==> config.mk <==
export PLATFORM = sky130hd
export DESIGN_NAME = bgr888_to_uyvy422_pair_flat
export DESIGN_NICKNAME = d
export VERILOG_FILES = /design/src/hw/rtl/b2uyvy_pkg.sv /design/src/hw/rtl/b2uyvy_ifs.sv /design/src/hw/rtl/b2uyvy_lane.sv /design/src/hw/rtl/bgr888_to_uyvy422_pair.sv /design/src/flat_wrapper.sv
export SDC_FILE = /design/constraint.sdc
export NUM_CORES = 2
export LEC_CHECK = 0
export BUFFER_PORTS_ARGS = -buffer_cell sky130_fd_sc_hd__buf_2
export CAP_MARGIN = 20
export CELL_PAD_IN_SITES_DETAIL_PLACEMENT = 1
export CELL_PAD_IN_SITES_GLOBAL_PLACEMENT = 2
export CORE_MARGIN = 2
export CORE_UTILIZATION = 35
export DETAILED_ROUTE_END_ITERATION = 16
export GPL_ROUTABILITY_DRIVEN = 0
export PLACE_DENSITY_LB_ADDON = 0.1
export SYNTH_ARGS = -nofsm -noshare
export SYNTH_HDL_FRONTEND = slang
export SYNTH_SLANG_ARGS = --single-unit
==> constraint.sdc <==
create_clock -name clock -period 21.5 [get_ports clock]
set_input_delay 3.225 -clock clock [delete_from_list [all_inputs] [get_ports clock]]
set_output_delay 3.225 -clock clock [all_outputs]
set_load 0.01 [all_outputs]
==> src/hw/rtl/b2uyvy_pkg.sv <==
// ----------------------------------------------------------------------------
// b2uyvy_pkg
// Shared types, widths and fixed-point coefficients for the BGR888 pair to
// UYVY 4:2:2 converter (BT.601 luma, analog YUV chroma).
// ----------------------------------------------------------------------------
package b2uyvy_pkg;

   localparam int FRACTION_BITS = 16;
   localparam int COMP_W        = 8;
   localparam int SUM_W         = COMP_W + 1;
   localparam int COEF_W        = FRACTION_BITS + 1;
   localparam int PROD_W        = COEF_W + SUM_W + 1;
   localparam int ACC_W         = FRACTION_BITS + 13;
   localparam int SHIFTED_W     = ACC_W - FRACTION_BITS;
   localparam int PIPE_DEPTH    = 4;

   localparam longint DEC_SCALE = 10000000;

   // Coefficients are given in units of 1e-7 and rounded to nearest.
   function automatic logic signed [COEF_W-1:0] fx_coef(input longint n, input logic neg);
      longint m;
      m = ((n <<< FRACTION_BITS) + DEC_SCALE / 2) / DEC_SCALE;
      if (neg) begin
         m = -m;
      end
      return m[COEF_W-1:0];
   endfunction

   typedef struct packed {
      logic signed [COEF_W-1:0] r;
      logic signed [COEF_W-1:0] g;
      logic signed [COEF_W-1:0] b;
   } coef_set_type;

   typedef struct packed {
      logic [SUM_W-1:0] r;
      logic [SUM_W-1:0] g;
      logic [SUM_W-1:0] b;
   } rgb_sum_type;

   localparam coef_set_type COEF_Y = '{
      r: fx_coef(2990000, 1'b0),
      g: fx_coef(5870000, 1'b0),
      b: fx_coef(1140000, 1'b0)
   };
   localparam coef_set_type COEF_U = '{
      r: fx_coef(1471300, 1'b1),
      g: fx_coef(2888600, 1'b1),
      b: fx_coef(4360000, 1'b0)
   };
   localparam coef_set_type COEF_V = '{
      r: fx_coef(6150000, 1'b0),
      g: fx_coef(5149900, 1'b1),
      b: fx_coef(1000100, 1'b1)
   };

   localparam logic signed [ACC_W-1:0] CHROMA_OFFSET =
      ACC_W'(128) <<< (FRACTION_BITS + 1);
   localparam logic [COMP_W-1:0] BYTE_MAX = 8'd255;

endpackage

==> src/hw/rtl/b2uyvy_ifs.sv <==
// ----------------------------------------------------------------------------
// b2uyvy channel interfaces
// Valid/ready channels for pixel-pair items and UYVY result items.
// ----------------------------------------------------------------------------
interface b2uyvy_req_if;
   logic       valid;
   logic       ready;
   logic [7:0] blue_first;
   logic [7:0] green_first;
   logic [7:0] red_first;
   logic [7:0] blue_second;
   logic [7:0] green_second;
   logic [7:0] red_second;
   logic       frame_end_in;

   modport source (
      output valid, blue_first, green_first, red_first,
             blue_second, green_second, red_second, frame_end_in,
      input  ready
   );
   modport sink (
      input  valid, blue_first, green_first, red_first,
             blue_second, green_second, red_second, frame_end_in,
      output ready
   );
endinterface

interface b2uyvy_rsp_if;
   logic       valid;
   logic       ready;
   logic [7:0] chroma_u;
   logic [7:0] luma_first;
   logic [7:0] chroma_v;
   logic [7:0] luma_second;
   logic       frame_end_out;

   modport source (
      output valid, chroma_u, luma_first, chroma_v, luma_second, frame_end_out,
      input  ready
   );
   modport sink (
      input  valid, chroma_u, luma_first, chroma_v, luma_second, frame_end_out,
      output ready
   );
endinterface

==> src/hw/rtl/b2uyvy_lane.sv <==
// ----------------------------------------------------------------------------
// b2uyvy_lane
// One weighted-sum lane: three products, sum with optional chroma offset,
// then floor and clamp to a byte. Three register stages, all gated by one
// advance enable.
// ----------------------------------------------------------------------------
module b2uyvy_lane (
   input  logic                         clock,
   input  logic                         advance,
   input  logic                         is_chroma,
   input  b2uyvy_pkg::coef_set_type     coef,
   input  b2uyvy_pkg::rgb_sum_type      comp,
   output logic [b2uyvy_pkg::COMP_W-1:0] result
);
   import b2uyvy_pkg::*;

   logic signed [PROD_W-1:0]    prod_r_in, prod_g_in, prod_b_in;
   logic signed [PROD_W-1:0]    prod_r_ff, prod_g_ff, prod_b_ff;
   logic                        chroma_a_ff, chroma_b_ff;
   logic signed [ACC_W-1:0]     acc_in, acc_ff;
   logic [SHIFTED_W-1:0]        shifted;
   logic [COMP_W-1:0]           result_in, result_ff;

   assign prod_r_in = PROD_W'(coef.r) * PROD_W'($signed({1'b0, comp.r}));
   assign prod_g_in = PROD_W'(coef.g) * PROD_W'($signed({1'b0, comp.g}));
   assign prod_b_in = PROD_W'(coef.b) * PROD_W'($signed({1'b0, comp.b}));

   assign acc_in = ACC_W'(prod_r_ff) + ACC_W'(prod_g_ff) + ACC_W'(prod_b_ff)
                 + (chroma_a_ff ? CHROMA_OFFSET : ACC_W'(0));

   // Chroma carries one extra fraction bit from the pair sum.
   always_comb begin
      if (chroma_b_ff) begin
         shifted = {1'b0, acc_ff[ACC_W-1:FRACTION_BITS+1]};
      end else begin
         shifted = acc_ff[ACC_W-1:FRACTION_BITS];
      end
      if (acc_ff[ACC_W-1]) begin
         result_in = '0;
      end else if (shifted > SHIFTED_W'(BYTE_MAX)) begin
         result_in = BYTE_MAX;
      end else begin
         result_in = shifted[COMP_W-1:0];
      end
   end

   always_ff @(posedge clock) begin
      if (advance) begin
         prod_r_ff   <= prod_r_in;
         prod_g_ff   <= prod_g_in;
         prod_b_ff   <= prod_b_in;
         chroma_a_ff <= is_chroma;
         acc_ff      <= acc_in;
         chroma_b_ff <= chroma_a_ff;
         result_ff   <= result_in;
      end
   end

   assign result = result_ff;

endmodule

==> src/hw/rtl/bgr888_to_uyvy422_pair.sv <==
// ----------------------------------------------------------------------------
// bgr888_to_uyvy422_pair
// Converts one horizontal pair of BGR888 pixels into one UYVY 4:2:2 item:
// BT.601 luma per pixel, shared U and V from the pair average.
//
//   Channel   Direction  Handshake           Payload
//   req_if    in         valid/ready         two BGR pixels, frame_end_in
//   rsp_if    out        valid/ready         U, Y0, V, Y1, frame_end_out
//
// One item is accepted per cycle while not stalled. Stages: input register,
// products, sum, clamp into the output register. The pipeline advances as
// a whole whenever the output register is empty or being taken, so a stall
// holds every stage in place. Reset clears only the stage valid bits.
// ----------------------------------------------------------------------------
module bgr888_to_uyvy422_pair (
   input  logic        clock,
   input  logic        reset,
   b2uyvy_req_if.sink  req_if,
   b2uyvy_rsp_if.source rsp_if
);
   import b2uyvy_pkg::*;

   logic                  advance;
   logic [PIPE_DEPTH-1:0] valid_in, valid_ff;
   logic [PIPE_DEPTH-1:0] frame_end_in, frame_end_ff;
   rgb_sum_type           pair_sum_in, pair_sum_ff;
   rgb_sum_type           first_ff, second_ff;
   logic [COMP_W-1:0]     u_byte, v_byte, y0_byte, y1_byte;

   assign advance = !valid_ff[PIPE_DEPTH-1] || rsp_if.ready;
   assign req_if.ready = advance;

   assign valid_in     = {valid_ff[PIPE_DEPTH-2:0], req_if.valid};
   assign frame_end_in = {frame_end_ff[PIPE_DEPTH-2:0], req_if.frame_end_in};

   assign pair_sum_in.r = SUM_W'(req_if.red_first)   + SUM_W'(req_if.red_second);
   assign pair_sum_in.g = SUM_W'(req_if.green_first) + SUM_W'(req_if.green_second);
   assign pair_sum_in.b = SUM_W'(req_if.blue_first)  + SUM_W'(req_if.blue_second);

   always_ff @(posedge clock) begin
      if (reset) begin
         valid_ff <= '0;
      end else if (advance) begin
         valid_ff <= valid_in;
      end
   end

   always_ff @(posedge clock) begin
      if (advance) begin
         frame_end_ff <= frame_end_in;
         pair_sum_ff  <= pair_sum_in;
         first_ff     <= '{r: SUM_W'(req_if.red_first),  g: SUM_W'(req_if.green_first),
                           b: SUM_W'(req_if.blue_first)};
         second_ff    <= '{r: SUM_W'(req_if.red_second), g: SUM_W'(req_if.green_second),
                           b: SUM_W'(req_if.blue_second)};
      end
   end

   b2uyvy_lane u_lane_u (
      .clock     (clock),
      .advance   (advance),
      .is_chroma (1'b1),
      .coef      (COEF_U),
      .comp      (pair_sum_ff),
      .result    (u_byte)
   );

   b2uyvy_lane u_lane_v (
      .clock     (clock),
      .advance   (advance),
      .is_chroma (1'b1),
      .coef      (COEF_V),
      .comp      (pair_sum_ff),
      .result    (v_byte)
   );

   b2uyvy_lane u_lane_y0 (
      .clock     (clock),
      .advance   (advance),
      .is_chroma (1'b0),
      .coef      (COEF_Y),
      .comp      (first_ff),
      .result    (y0_byte)
   );

   b2uyvy_lane u_lane_y1 (
      .clock     (clock),
      .advance   (advance),
      .is_chroma (1'b0),
      .coef      (COEF_Y),
      .comp      (second_ff),
      .result    (y1_byte)
   );

   assign rsp_if.valid         = valid_ff[PIPE_DEPTH-1];
   assign rsp_if.chroma_u      = u_byte;
   assign rsp_if.luma_first    = y0_byte;
   assign rsp_if.chroma_v      = v_byte;
   assign rsp_if.luma_second   = y1_byte;
   assign rsp_if.frame_end_out = frame_end_ff[PIPE_DEPTH-1];

   // A waiting result must block new input.
   a_stall_blocks_input: assert property (@(posedge clock) disable iff (reset)
      rsp_if.valid && !rsp_if.ready |-> !req_if.ready)
      else $error("input accepted while output is stalled");

   a_accept_fills_stage: assert property (@(posedge clock) disable iff (reset)
      !reset && req_if.valid && req_if.ready |=> valid_ff[0])
      else $error("accepted item did not enter the first stage");

   a_stall_holds_valid: assert property (@(posedge clock) disable iff (reset)
      !reset && !advance |=> $stable(valid_ff))
      else $error("stage valid bits moved during a stall");

   a_advance_shifts: assert property (@(posedge clock) disable iff (reset)
      !reset && advance |=> valid_ff[PIPE_DEPTH-1:1] == $past(valid_ff[PIPE_DEPTH-2:0]))
      else $error("stage valid bits lost or repeated an item");

endmodule
==> src/flat_wrapper.sv <==
// flat-port wrapper written by rule: the top's interface ports become plain ports
module bgr888_to_uyvy422_pair_flat import b2uyvy_pkg::*;
  (clock, reset, req_if_valid, req_if_blue_first, req_if_green_first, req_if_red_first, req_if_blue_second, req_if_green_second, req_if_red_second, req_if_frame_end_in, req_if_ready, rsp_if_valid, rsp_if_chroma_u, rsp_if_luma_first, rsp_if_chroma_v, rsp_if_luma_second, rsp_if_frame_end_out, rsp_if_ready);
  b2uyvy_req_if req_if_i ();
  b2uyvy_rsp_if rsp_if_i ();
  input  logic clock;
  input  logic reset;
  input wire logic [$bits(req_if_i.valid)-1:0] req_if_valid;
  input wire logic [$bits(req_if_i.blue_first)-1:0] req_if_blue_first;
  input wire logic [$bits(req_if_i.green_first)-1:0] req_if_green_first;
  input wire logic [$bits(req_if_i.red_first)-1:0] req_if_red_first;
  input wire logic [$bits(req_if_i.blue_second)-1:0] req_if_blue_second;
  input wire logic [$bits(req_if_i.green_second)-1:0] req_if_green_second;
  input wire logic [$bits(req_if_i.red_second)-1:0] req_if_red_second;
  input wire logic [$bits(req_if_i.frame_end_in)-1:0] req_if_frame_end_in;
  output wire logic [$bits(req_if_i.ready)-1:0] req_if_ready;
  output wire logic [$bits(rsp_if_i.valid)-1:0] rsp_if_valid;
  output wire logic [$bits(rsp_if_i.chroma_u)-1:0] rsp_if_chroma_u;
  output wire logic [$bits(rsp_if_i.luma_first)-1:0] rsp_if_luma_first;
  output wire logic [$bits(rsp_if_i.chroma_v)-1:0] rsp_if_chroma_v;
  output wire logic [$bits(rsp_if_i.luma_second)-1:0] rsp_if_luma_second;
  output wire logic [$bits(rsp_if_i.frame_end_out)-1:0] rsp_if_frame_end_out;
  input wire logic [$bits(rsp_if_i.ready)-1:0] rsp_if_ready;
  assign req_if_i.valid = req_if_valid;
  assign req_if_i.blue_first = req_if_blue_first;
  assign req_if_i.green_first = req_if_green_first;
  assign req_if_i.red_first = req_if_red_first;
  assign req_if_i.blue_second = req_if_blue_second;
  assign req_if_i.green_second = req_if_green_second;
  assign req_if_i.red_second = req_if_red_second;
  assign req_if_i.frame_end_in = req_if_frame_end_in;
  assign req_if_ready = req_if_i.ready;
  assign rsp_if_valid = rsp_if_i.valid;
  assign rsp_if_chroma_u = rsp_if_i.chroma_u;
  assign rsp_if_luma_first = rsp_if_i.luma_first;
  assign rsp_if_chroma_v = rsp_if_i.chroma_v;
  assign rsp_if_luma_second = rsp_if_i.luma_second;
  assign rsp_if_frame_end_out = rsp_if_i.frame_end_out;
  assign rsp_if_i.ready = rsp_if_ready;
  bgr888_to_uyvy422_pair u_core (.clock(clock), .reset(reset), .req_if(req_if_i), .rsp_if(rsp_if_i));
endmodule
# Word level (Yosys, flattened, before mapping)
# Cells that the tools add are included.
# op_classes
shifts	0
eq_ne	0
div_mod_pow	0
n_reduce_logical	2
order_cmp	4
mux	4
mul	12
bitwise_logic	0
n_addsub	13
# op_table
cell	count
15-bit by 8-bit multiplier with 23-bit output, first input constant	4
29-bit by 26-bit adder with 29-bit output, second input constant	2
25-bit by 21-bit adder with 26-bit output	2
16-bit by 10-bit multiplier with 26-bit output, first input constant	2
23-bit by 24-bit adder with 25-bit output	2
13-bit by 8-bit multiplier with 21-bit output, first input constant	2
8-bit 2-to-1 mux	4
28-bit by 24-bit adder with 29-bit output	1
26-bit by 27-bit adder with 28-bit output	1
27-bit by 25-bit adder with 28-bit output	1
25-bit by 26-bit adder with 27-bit output	1
8-bit by 8-bit adder with 9-bit output	3
13-bit by 8-bit greater-than comparator with 1-bit output, second input constant	2
16-bit by 9-bit multiplier with 25-bit output, first input constant	1
12-bit by 8-bit greater-than comparator with 1-bit output, second input constant	2
14-bit by 10-bit multiplier with 24-bit output, first input constant	1
13-bit by 10-bit multiplier with 23-bit output, first input constant	1
14-bit by 9-bit multiplier with 23-bit output, first input constant	1
1-bit logical NOT	1
1-bit logical OR	1
# totals
mem_count	0
romBits	0
latch_bits	0
register_bits	512
mem_bits_rw	0
wordCells	66

# Depth between registers and ports, before layout
# depth
word_depth	3
mapped_depth	21
depth_no_buf	21

# By module
# Synthesis repeated with hierarchy kept, for this count alone.
# hier_totals
hier_cells	8958
area_unflattened_um2	89955.0
# modules_own_cells
mod	n_inst	seq_area_each_um2	area_each_um2	cells_each
b2uyvy_lane (u_core.u_lane_u)	1	3123.0	21973.6	2231
b2uyvy_lane (u_core.u_lane_y0)	1	3123.0	21568.2	2186
b2uyvy_lane (u_core.u_lane_y1)	1	3123.0	21528.1	2169
b2uyvy_lane (u_core.u_lane_v)	1	3123.0	21503.1	2173
bgr888_to_uyvy422_pair	1	2452.4	3382.0	199

# Worst setup path before layout
# No wires, ideal clock.
# synth_timing
path_type	input port to output port
startpoint	in rsp_if_ready
endpoint	out req_if_ready
stages	2
t_required_ns	18.275
arrival_time_ns	15.106
path_slack_ns	3.169
cell_sequence	nand2b_1 -> clkbuf_1
# synth_via
elab_chain_cells	1
# synth_rtl
element	line	source
start: declaration	flat_wrapper.sv:23	input wire logic [$bits(rsp_if_i.ready)-1:0] rsp_if_ready;
1-bit logical OR	bgr888_to_uyvy422_pair.sv:30	assign advance = !valid_ff[PIPE_DEPTH-1] || rsp_if.ready;
end: declaration	flat_wrapper.sv:16	output wire logic [$bits(req_if_i.ready)-1:0] req_if_ready;
# Every way passes these cells.

# Worst setup path after layout
# Ends and elaborated chain as after synthesis.

==> out/results.tsv <==
metric	value	unit
Num CTS Buffers	57	
top post-synthesis cells by area	edfxtp_1 (29%), ha_1 (24%), fa_1 (21%)	
hold_buf cts	0	
crit path cell chain	buf_2, nand2b_4, buf_2	
required time of the critical path	18.27	ns
Placeable Area	0.127	sq mm
synthesized instance count	3955	
final setup TNS	0	ns
Setup WS post-layout	14.41	ns
most numerous cell in the Yosys netlist	inv_1	
synth-to-layout area growth	9.99	%
Setup Skew	0.0463	ns
Final Max Tran Viols	0	
Slew HR	26.3	%
CP bufs+invs	2	
drt drc	0	
fin crit share	33.0	%
most frequent CP cell	buf_2	
Tmin final	7.09	ns
vias in the first global route	30545	
GR Overflow Total	0	
# setup viols final	0	
Max stage delay cell, worst path	nand2b_4	
Avg WL per Cell	18.9	um
Die Width	361	um
RSZ-0062 raised after global routing	no	
ys async rst share	0	%
Worst setup EP type	output pin	
Final Hold Fails	0	
Post-Layout Cell Count	5806	
first-pass GRT wire length	175000	um
syn_nets	5320	
Seq/Total Area, Yosys	29.0	%
CP arrival	3.87	ns
gr usage total	17.4	%
DP Worst Slack	14.36	ns
vias	27502	
# rows	131	
Primary FF master, synth	edfxtp_1	
Clock Sinks	432	
Yosys reg bits	432	
Hold Path Class	reg2reg	
CP Max Fanout	5	
share of post-route cells with drive strength above 1	5.55	%
EDFF count, synth	428	
post_cts resized	0	
Synth top cells by count	inv_1 (852), ha_1 (842), fa_1 (470), edfxtp_1 (428), xnor2_1 (205)	
nets@finish	5468	
io pins	88	
initial antenna violation count	13	
DP Wirelength	92700	um
Port-buffer cells	87	
Max-Cap Viols	0	
Vert. Die Dim	361	um
1st-pass router iterations	4	
top cell type's share of synthesized area	28.8	%
Worst-Margin Slew	1.11	ns
root buffer cell	clkbuf_16	
Post-Place Cells	5706	
Die Area	0.130	sq mm
outcome	finished, final reports clean	
Routed WL	110000	um
largest net degree at the start of global routing	167	
synthesized cell area	0.0446	sq mm
Top delay family on crit path	buffers and inverters	
first-iteration detailed-routing DRC count	965	
worst skew pair latency	0.67	ns
area leader, netlist	edfxtp_1	
ant diodes	0	
syn avg cell area	11.3	sq um
startpoint class of the critical path	input pin	
Fmax	0.141	GHz
Yosys warnings	0	
initial core utilization	35.1	%
slowest stage delay, CP	0.28	ns
clock transition at the registers of the reported paths	0.07	ns
synth unique cells	67	
H-Tree Depth	2	
routed vias/inst	4.74	
Antenna Nets Post-Route	0	
CTS tree	built	
type of the worst setup path	in2out	
Post-CTS Setup Repair Bufs	0	
clk buf depth	3	
metrics by stage:
stage               hold WS, ns  area, sq um  util, %
floorplan                 0.400        44600        -
global placement          0.402        47200     37.2
detailed placement        0.406        47200     37.2
CTS                       0.423        49100     38.6
global route              0.424        49100     38.6
finish                    0.422        49100     38.6
layer usage:
| layer | global-route usage (%) | vias up | part of all wire, % |
|---|---|---|---|
| met4 | 5.25 | 6 | 3.0 |
| li1 | - | 13618 | - |
| met3 | 1.62 | 118 | 1.9 |
| met1 | 22.7 | 13552 | 46 |
| met5 | 0 | - | 0.036 |
| met2 | 30.4 | 208 | 49 |
cells in the final DEF (no fill, tap or decap), types with 9 or more instances in the layout:
cell type and n:
o21ai_1 9, xnor2_1 205, edfxtp_1 428, a21o_1 65, and3_1 21, inv_1 852
o21a_1 39, nor3_1 69, a31oi_1 27, o41ai_1 13, clkinv_2 10, nor2_1 195
nand4_1 10, o21ai_0 70, xor2_1 66, nand3_1 40, nor2b_1 35, or2_2 31
a21oi_1 169, fa_1 470, a211oi_1 19, nand2_1 77, clkbuf_16 57, buf_2 87
o21bai_1 38, or3_1 15, nand2b_1 21, ha_1 842
sequential cells by signal, summed over array words and instances, names as in the netlist, 24 cells and up:
| name | flops |
|---|---|
| u_core.pair_sum_ff | 27 |
| u_core.u_lane_u.prod_g_ff | 26 |
| u_core.u_lane_v.prod_r_ff | 25 |
| u_core.first_ff | 24 |
| u_core.second_ff | 24 |
layout make-up:
class | instances | area, sq um
sequential | 432 | 12900
timing repair buffer | 96 | 515
tap | 1662 | 2080
fill | 13859 | 77900
clock inverter | 37 | 434
multi-input combinational | 2664 | 28500
clock buffer | 63 | 1450
inverter | 852 | 3200
final timing paths:
path | start | to | slack [ns] | cells past startpoint
setup / recovery | rsp_if_ready | req_if_ready | 14.41 | 3
hold / removal | u_core.frame_end_ff[2]$_DFFE_PP_ | u_core.frame_end_ff[3]$_DFFE_PP_ | 0.42 | 0
setup reg to reg | u_core.pair_sum_ff[25]$_DFFE_PP_ | u_core.u_lane_u.prod_r_ff[24]$_DFFE_PP_ | 15.24 | 18
hold reg to reg | u_core.frame_end_ff[2]$_DFFE_PP_ | u_core.frame_end_ff[3]$_DFFE_PP_ | 0.42 | 0
cell families (layout without fill, tap and decap cells):
family	Yosys count	count (layout)	synth area share [%]
fa+ha+maj	1312	1312	44.7
flops	432	432	29.0
compound gates	532	532	7.81
mux	4	4	0.0897
xor+xnor	271	271	5.32
simple gates	545	545	5.89
buf+inv	859	1048	7.22
Power is left out: the tool's default activity adds up to more than one toggle a clock period on the data nets, which glitch-free logic cannot reach.
